### src/pwrsrc_pkg.sv
package pwrsrc_pkg;

    // Command codes carried by an input transaction
    typedef enum logic [1:0] {
        CMD_POWER_EVENT = 2'd0,
        CMD_TICK        = 2'd1,
        CMD_HOST_OK     = 2'd2,
        CMD_IDLE        = 2'd3
    } t_cmd;

    // Configuration register indexes
    typedef enum logic [1:0] {
        CFG_LOW_BATTERY_LEVEL    = 2'd0,
        CFG_DEASSERT_DELAY_TICKS = 2'd1,
        CFG_DC_SOURCE_CODE       = 2'd2,
        CFG_USBC_SOURCE_CODE     = 2'd3
    } t_cfg_idx;

    // Power source classes: bit 1 is battery, bit 0 is external power
    localparam logic [1:0] CLASS_UNKNOWN   = 2'd0;
    localparam logic [1:0] CLASS_AC_ONLY   = 2'd1;
    localparam logic [1:0] CLASS_BATT_ONLY = 2'd2;
    localparam logic [1:0] CLASS_AC_BATT   = 2'd3;

    // Configuration reset values
    localparam logic [6:0]  LOW_BATTERY_RESET = 7'd10;
    localparam logic [15:0] DEASSERT_RESET    = 16'd2000;
    localparam logic [3:0]  DC_CODE_RESET     = 4'd0;
    localparam logic [3:0]  USBC_CODE_RESET   = 4'd1;

    // Rating = mA * mV / 50000, saturated at 4095.
    // 50000 = 16 * 3125: shift by 4, then multiply by ceil(2^36 / 3125).
    localparam logic [11:0] RATING_MAX         = 12'd4095;
    localparam logic [31:0] RATING_SAT_PRODUCT = 32'd204800000;
    localparam logic [24:0] RATING_RECIP       = 25'd21990233;

    typedef struct packed {
        t_cmd        cmd;
        logic        battery_present;
        logic        external_present;
        logic        port_disconnected;
        logic [6:0]  battery_charge;
        logic [15:0] charger_milliamps;
        logic [15:0] charger_millivolts;
        logic [7:0]  host_sequence;
    } t_in;

    typedef struct packed {
        logic        throttle_active;
        logic [1:0]  source_class;
        logic [7:0]  status_byte;
        logic [11:0] rating_units;
        logic        host_event;
    } t_out;

endpackage

### src/power_source_report_prochot.sv
// Power source report and hard-throttle control.
// Input channel (i_in_valid / o_in_ready / i_in_data) takes one command per
// transaction: power event, timer tick, host OK or idle. Every transaction
// gives exactly one result on the output channel (o_out_valid / i_out_ready /
// o_out_data): throttle state, source class, status byte, rating in 50 mW
// units and a host event flag set when the transaction made a report.
// The configuration channel (i_cfg_valid / o_cfg_ready / i_cfg_index /
// i_cfg_data) is always ready; write it only while the block is idle.
// Each result passes through the input register, product register, quotient
// register and output register, in that order.
// Throughput: one transaction per cycle; the two-stage rating multiply
// pipeline is what sets the depth, the state update is a single stage.
// When the receiver stalls with a result waiting, the whole pipeline holds
// and o_in_ready drops; nothing is dropped or repeated.
// Reset (synchronous, active low) clears the pipeline, sets source class
// unknown, sequence, status and rating to zero, throttle off, the deassert
// timer disarmed, and loads the configuration defaults.
module power_source_report_prochot (
    input  logic               i_clk,
    input  logic               i_rst_n,
    input  logic               i_in_valid,
    output logic               o_in_ready,
    input  pwrsrc_pkg::t_in    i_in_data,
    output logic               o_out_valid,
    input  logic               i_out_ready,
    output pwrsrc_pkg::t_out   o_out_data,
    input  logic               i_cfg_valid,
    output logic               o_cfg_ready,
    input  pwrsrc_pkg::t_cfg_idx i_cfg_index,
    input  logic [15:0]        i_cfg_data
);
    import pwrsrc_pkg::*;

    // Configuration registers
    logic [6:0]  r_low_batt;
    logic [15:0] r_delay_cfg;
    logic [3:0]  r_dc_code;
    logic [3:0]  r_usbc_code;

    // Pipeline
    logic        w_adv;
    logic        r_s1_valid, r_s2_valid, r_s3_valid;
    t_in         r_s1, r_s2, r_s3;
    logic [11:0] w_rating;

    // Block state
    logic [1:0]  r_source, n_source;
    logic [3:0]  r_seq, n_seq;
    logic        r_throttle, n_throttle;
    logic [15:0] r_count, n_count;
    logic        r_armed, n_armed;
    logic [7:0]  r_status, n_status;
    logic [11:0] r_rating, n_rating;
    logic        n_host_event;

    logic        r_out_valid;
    t_out        r_out_data;

    // Step decode
    logic [1:0]  w_cls;
    logic        w_report;
    logic        w_dc_path;
    logic [3:0]  w_seq_inc;
    logic [15:0] w_count_dec;

    // Advance the whole pipeline unless a result is waiting on a stalled receiver
    assign w_adv       = ~r_out_valid | i_out_ready;
    assign o_in_ready  = w_adv;
    assign o_cfg_ready = 1'b1;

    // Configuration writes
    always_ff @(posedge i_clk) begin
        if (!i_rst_n) begin
            r_low_batt  <= LOW_BATTERY_RESET;
            r_delay_cfg <= DEASSERT_RESET;
            r_dc_code   <= DC_CODE_RESET;
            r_usbc_code <= USBC_CODE_RESET;
        end else if (i_cfg_valid) begin
            unique case (i_cfg_index)
                CFG_LOW_BATTERY_LEVEL:    r_low_batt  <= i_cfg_data[6:0];
                CFG_DEASSERT_DELAY_TICKS: r_delay_cfg <= i_cfg_data;
                CFG_DC_SOURCE_CODE:       r_dc_code   <= i_cfg_data[3:0];
                CFG_USBC_SOURCE_CODE:     r_usbc_code <= i_cfg_data[3:0];
                default: ;
            endcase
        end
    end

    // Stage valid bits
    always_ff @(posedge i_clk) begin
        if (!i_rst_n) begin
            r_s1_valid <= 1'b0;
            r_s2_valid <= 1'b0;
            r_s3_valid <= 1'b0;
        end else if (w_adv) begin
            r_s1_valid <= i_in_valid;
            r_s2_valid <= r_s1_valid;
            r_s3_valid <= r_s2_valid;
        end
    end

    // Stage payloads
    always_ff @(posedge i_clk) begin
        if (w_adv) begin
            r_s1 <= i_in_data;
            r_s2 <= r_s1;
            r_s3 <= r_s2;
        end
    end

    // Rating arithmetic, aligned with stages two and three
    pwrsrc_rating u_rating (
        .i_clk        (i_clk),
        .i_en         (w_adv),
        .i_milliamps  (r_s1.charger_milliamps),
        .i_millivolts (r_s1.charger_millivolts),
        .o_rating     (w_rating)
    );

    // Classify: battery flag gives bit 1, external flag gives bit 0
    assign w_cls       = {r_s3.battery_present, r_s3.external_present};
    assign w_report    = (r_source != w_cls) ||
                         (((w_cls == CLASS_BATT_ONLY) || (w_cls == CLASS_AC_BATT)) &&
                          (r_s3.battery_charge <= r_low_batt));
    assign w_dc_path   = r_s3.port_disconnected || (w_cls == CLASS_BATT_ONLY);
    assign w_seq_inc   = r_seq + 4'd1;
    assign w_count_dec = (r_count != 16'd0) ? (r_count - 16'd1) : 16'd0;

    // Next state for the transaction in stage three
    always_comb begin
        n_source     = r_source;
        n_seq        = r_seq;
        n_throttle   = r_throttle;
        n_count      = r_count;
        n_armed      = r_armed;
        n_status     = r_status;
        n_rating     = r_rating;
        n_host_event = 1'b0;
        unique case (r_s3.cmd)
            CMD_POWER_EVENT: begin
                n_source = w_cls;
                if (w_report) begin
                    n_host_event = 1'b1;
                    n_count      = r_delay_cfg;
                    n_armed      = 1'b1;
                    if (w_dc_path) begin
                        n_rating   = 12'd0;
                        n_seq      = w_seq_inc;
                        n_throttle = 1'b1;
                        n_status   = {w_seq_inc, r_dc_code};
                    end else begin
                        n_rating = w_rating;
                        n_status = {r_seq, r_usbc_code};
                    end
                end
            end
            CMD_TICK: begin
                if (r_armed) begin
                    n_count = w_count_dec;
                    if (w_count_dec == 16'd0) begin
                        n_armed    = 1'b0;
                        n_throttle = 1'b0;
                    end
                end
            end
            CMD_HOST_OK: begin
                if (r_throttle && (r_s3.host_sequence == {4'd0, r_status[7:4]})) begin
                    n_throttle = 1'b0;
                    n_armed    = 1'b0;
                    n_count    = 16'd0;
                end
            end
            CMD_IDLE: ;
            default: ;
        endcase
    end

    // Commit state for each transaction leaving stage three
    always_ff @(posedge i_clk) begin
        if (!i_rst_n) begin
            r_source   <= CLASS_UNKNOWN;
            r_seq      <= 4'd0;
            r_throttle <= 1'b0;
            r_count    <= 16'd0;
            r_armed    <= 1'b0;
            r_status   <= 8'd0;
            r_rating   <= 12'd0;
        end else if (w_adv && r_s3_valid) begin
            r_source   <= n_source;
            r_seq      <= n_seq;
            r_throttle <= n_throttle;
            r_count    <= n_count;
            r_armed    <= n_armed;
            r_status   <= n_status;
            r_rating   <= n_rating;
        end
    end

    // Output register
    always_ff @(posedge i_clk) begin
        if (!i_rst_n) begin
            r_out_valid <= 1'b0;
        end else if (w_adv) begin
            r_out_valid <= r_s3_valid;
        end
    end

    always_ff @(posedge i_clk) begin
        if (w_adv && r_s3_valid) begin
            r_out_data.throttle_active <= n_throttle;
            r_out_data.source_class    <= n_source;
            r_out_data.status_byte     <= n_status;
            r_out_data.rating_units    <= n_rating;
            r_out_data.host_event      <= n_host_event;
        end
    end

    assign o_out_valid = r_out_valid;
    assign o_out_data  = r_out_data;

endmodule

### src/pwrsrc_rating.sv
module pwrsrc_rating (
    input  logic        i_clk,
    input  logic        i_en,
    input  logic [15:0] i_milliamps,
    input  logic [15:0] i_millivolts,
    output logic [11:0] o_rating
);
    import pwrsrc_pkg::*;

    logic [31:0] r_prod;
    logic [11:0] r_quot;
    logic        w_sat;
    logic [48:0] w_recip_prod;

    // Stage one: current times voltage
    always_ff @(posedge i_clk) begin
        if (i_en) begin
            r_prod <= {16'd0, i_milliamps} * {16'd0, i_millivolts};
        end
    end

    // Stage two: divide by 50000 through the reciprocal, saturate
    assign w_sat        = (r_prod >= RATING_SAT_PRODUCT);
    assign w_recip_prod = {25'd0, r_prod[27:4]} * {24'd0, RATING_RECIP};

    always_ff @(posedge i_clk) begin
        if (i_en) begin
            r_quot <= w_sat ? RATING_MAX : w_recip_prod[47:36];
        end
    end

    assign o_rating = r_quot;

endmodule

### config.mk
export PLATFORM = sky130hd
export DESIGN_NAME = power_source_report_prochot
export DESIGN_NICKNAME = d
export VERILOG_FILES = /design/src/pwrsrc_pkg.sv /design/src/power_source_report_prochot.sv /design/src/pwrsrc_rating.sv
export SDC_FILE = /design/constraint.sdc
export NUM_CORES = 2
export LEC_CHECK = 0
export BUFFER_PORTS_ARGS = -buffer_cell sky130_fd_sc_hd__buf_2
export CORE_MARGIN = 4
export CORE_UTILIZATION = 58
export DETAILED_ROUTE_END_ITERATION = 8
export PLACE_DENSITY_LB_ADDON = 0.15
export SLEW_MARGIN = 20
export SYNTH_ARGS = -nofsm -noshare
export SYNTH_HDL_FRONTEND = slang
export SYNTH_SLANG_ARGS = --single-unit
### constraint.sdc
create_clock -name i_clk -period 9.9 [get_ports i_clk]
set_input_delay 1.485 -clock i_clk [delete_from_list [all_inputs] [get_ports i_clk]]
set_output_delay 1.485 -clock i_clk [all_outputs]
set_load 0.05 [all_outputs]
==> out/metrics.cfg <==
[run_status]
status=finished, final reports clean

[cts]
cts_buffers=28
clkSinkCount=239
h-tree-depth=1
clockBufferDepth=3
cts_resized=0
cts_hold_buf=0
clock_latency_ns=0.56
cts.reportedPaths.clkPinSlew_ns=0.06
cts_tree=done
cts-root-buf=clkbuf_16
post-cts-setup-buffers=0

[routing]
avgViaCountPerCell=5.42
dr.pass1.iters=5
vias=18600
drt-wirelength-per-cell_um=17.9
finalWirelength_mm=61.4
drt_iter0_markers=1081
ant_nets=0
drc_errors=0

[synthesis]
ys_types=71
seq_area_frac_synth_pct=22.9
ys.flop_type=edfxtp_1
netlist_area_um2=27800
avgSynthCellArea_um2=10.2
synth-async-reset-ratio_pct=0
ys_warn_count=0
synth_cells=2726
synth_seq_cells=239
syn_nets=3591
synth_edf_count=160

[timing]
worstMarginPinSlew_ns=0.948
tns_ns=0
slew_headroom_pct=36.8
finalCritPeriodShare_pct=73.5
fmax_mhz=137
hold_violations=0
post-route-min-period_ns=7.28
fin_skew_ns=0.0263
rsz0062_at_grt=false
slew_viol_final=0
setup_violations=0

[worst_setup_path]
required_ns=10.19
crit_type=register to register
reg2reg_from=u_rating.r_prod[17]$_DFFE_PN_
r2r-end=u_rating.o_rating[6]$_SDFFCE_PP1N_
setup.worst_path.start_class=register
crit_end=u_rating.o_rating[6]$_SDFFCE_PP1N_
reg2reg_slack_ns=2.62
cp_max_fo=9
crit_start=u_rating.r_prod[17]$_DFFE_PN_
rr_worst_depth=21
critPathCaptureType=register
cp.arrival_ns=7.56

[floorplanning]
die_h_um=227
initial_core_util_pct=58.5
pin_count=102
core_um2=47500
design.die.area_um2=51600
die_w_um=227
rows=80

[flow_run]
cap_violations=0

[cells_and_area]
nFillCells=3851
finalNetCount=3659
drive_gt1_share_pct=6.47
diodes=0
multiInputGateArea_um2=18800
area_growth_pct=7.05
regArea_um2=6390

[grt]
overflow=0
grtUsageTotal_pct=24.6
antenna_found_initial=0
grt_first_pass_wirelength_mm=102
grt_max_degree=93
grt_pass1_vias=19900

[placed_design]
gp_congestion=0.941
hpwlAfterDp_mm=50.1
port_buffers=100

[hold_path]
worstHoldPathType=register to register

## metrics by stage
step           instances  utilization [%]  area (um2)  hold WS (ns)  setup WS [ns]
2_1_floorplan       2726                -       27800         0.400           1.87
3_3_place_gp        3379             60.8       28900         0.401           2.90
3_5_place_dp        3379             60.8       28900         0.405           2.82
4_1_cts             3429             62.7       29800         0.413           2.69
5_1_grt             3429             62.7       29800         0.420           2.34
6_report            3429             62.7       29800         0.410           2.62
## cell usage in the layout (no fill, tap or decap), types with 30 or more instances in the layout
cell type and count:
o21ai_0 54, clkbuf_16 30, nor2_1 59, ha_1 374, fa_1 416, buf_2 100
a21oi_1 61, nand2_1 264, and2_1 117, edfxtp_1 160, dfxtp_1 79, xnor2_1 37
nand3_1 41, inv_1 641
## metal layers
layer	vias to the layer above	part of all wire [%]	track usage, %	wire [um]
li1	8789	-	-	-
met1	9195	45	35.0	27700
met2	475	47	40.6	29000
met3	124	4.9	3.37	3000
met4	0	2.7	5.76	1670
met5	-	0	0	0
## sequential cells by signal, indices dropped and copies added, names as in the netlist, 2 cells and up
| signal | flops |
|---|---|
| r_rating | 12 |
| r_delay_cfg | 16 |
| r_seq | 4 |
| r_s1 | 52 |
| u_rating.o_rating | 12 |
| r_dc_code | 4 |
| r_usbc_code | 4 |
| r_count | 16 |
| r_source | 2 |
| u_rating.r_prod | 32 |
| o_out_data | 24 |
| r_s3 | 20 |
| r_status | 8 |
| r_s2 | 20 |
| r_low_batt | 7 |
## cell type report
class / instances / share of cell area [%]
well taps: 615 / 2.58
clock buffers: 38 / 2.72
inverters: 644 / 8.11
repair buffers: 108 / 1.88
multi-input cells: 1773 / 63.0
flip-flops and latches: 239 / 21.4
clock inverters: 12 / 0.286
## worst max-delay path, stage by stage (launching register included)
cell      delay, ns
edfxtp_1       0.74
inv_1          0.31
ha_1           0.57
inv_1          0.11
fa_1           0.49
fa_1           0.51
inv_1          0.05
fa_1           0.58
fa_1           0.44
fa_1           0.51
inv_1          0.06
fa_1           0.48
inv_1          0.04
ha_1           0.32
nand2_1        0.08
or3_1          0.34
nor3_1         0.25
a211oi_1       0.17
o21a_1         0.26
o21ai_0        0.41
xnor2_1        0.19
nand2_1        0.09
## Yosys cell counts (all sizes together), types with 20 or more instances
library cell  instances  share of area (%)
inv                 644                8.7
fa                  416                 30
ha                  374                 17
nand2               264                3.6
edfxtp              160                 17
and2                117                2.6
dfxtp                79                5.7
a21oi                62                1.1
clkbuf               61               0.82
nor2                 59               0.80
o21ai                54               0.97
nand3                41               0.74
xnor2                37                1.2
nor2b                23               0.52
nor3                 23               0.41
a21o                 22               0.59
o21a                 21               0.57
o211ai               20               0.54
## kinds of logic after synthesis
kind of cell | after synthesis | synth area share (%)
XOR/XNOR | 56 | 1.76
other | 1 | 0.0135
buffers and inverters | 714 | 9.69
adder cells (fa/ha/maj) | 790 | 46.7
AND/OR/NAND/NOR | 610 | 10.8
multiplexers | 24 | 0.886
AO/OA/AOI/OAI | 292 | 7.22
flip-flops | 239 | 22.9
## worst min path at each step
stage,from,to,slack (ns),cells past startpoint
floorplan,r_s1[0]$_DFFE_PN_,r_s2[0]$_DFFE_PN_,0.40,0
global placement,r_s1[5]$_DFFE_PN_,r_s2[5]$_DFFE_PN_,0.40,0
detailed placement,r_s1[42]$_DFFE_PN_,r_s2[42]$_DFFE_PN_,0.40,0
CTS,r_s1[40]$_DFFE_PN_,r_s2[40]$_DFFE_PN_,0.41,0
global route,r_s1[48]$_DFFE_PN_,r_s2[48]$_DFFE_PN_,0.42,0
finish,r_s1[40]$_DFFE_PN_,r_s2[40]$_DFFE_PN_,0.41,0
Power is left out: the tool's default activity adds up to more than one toggle a clock period on the data nets, which glitch-free logic cannot reach.
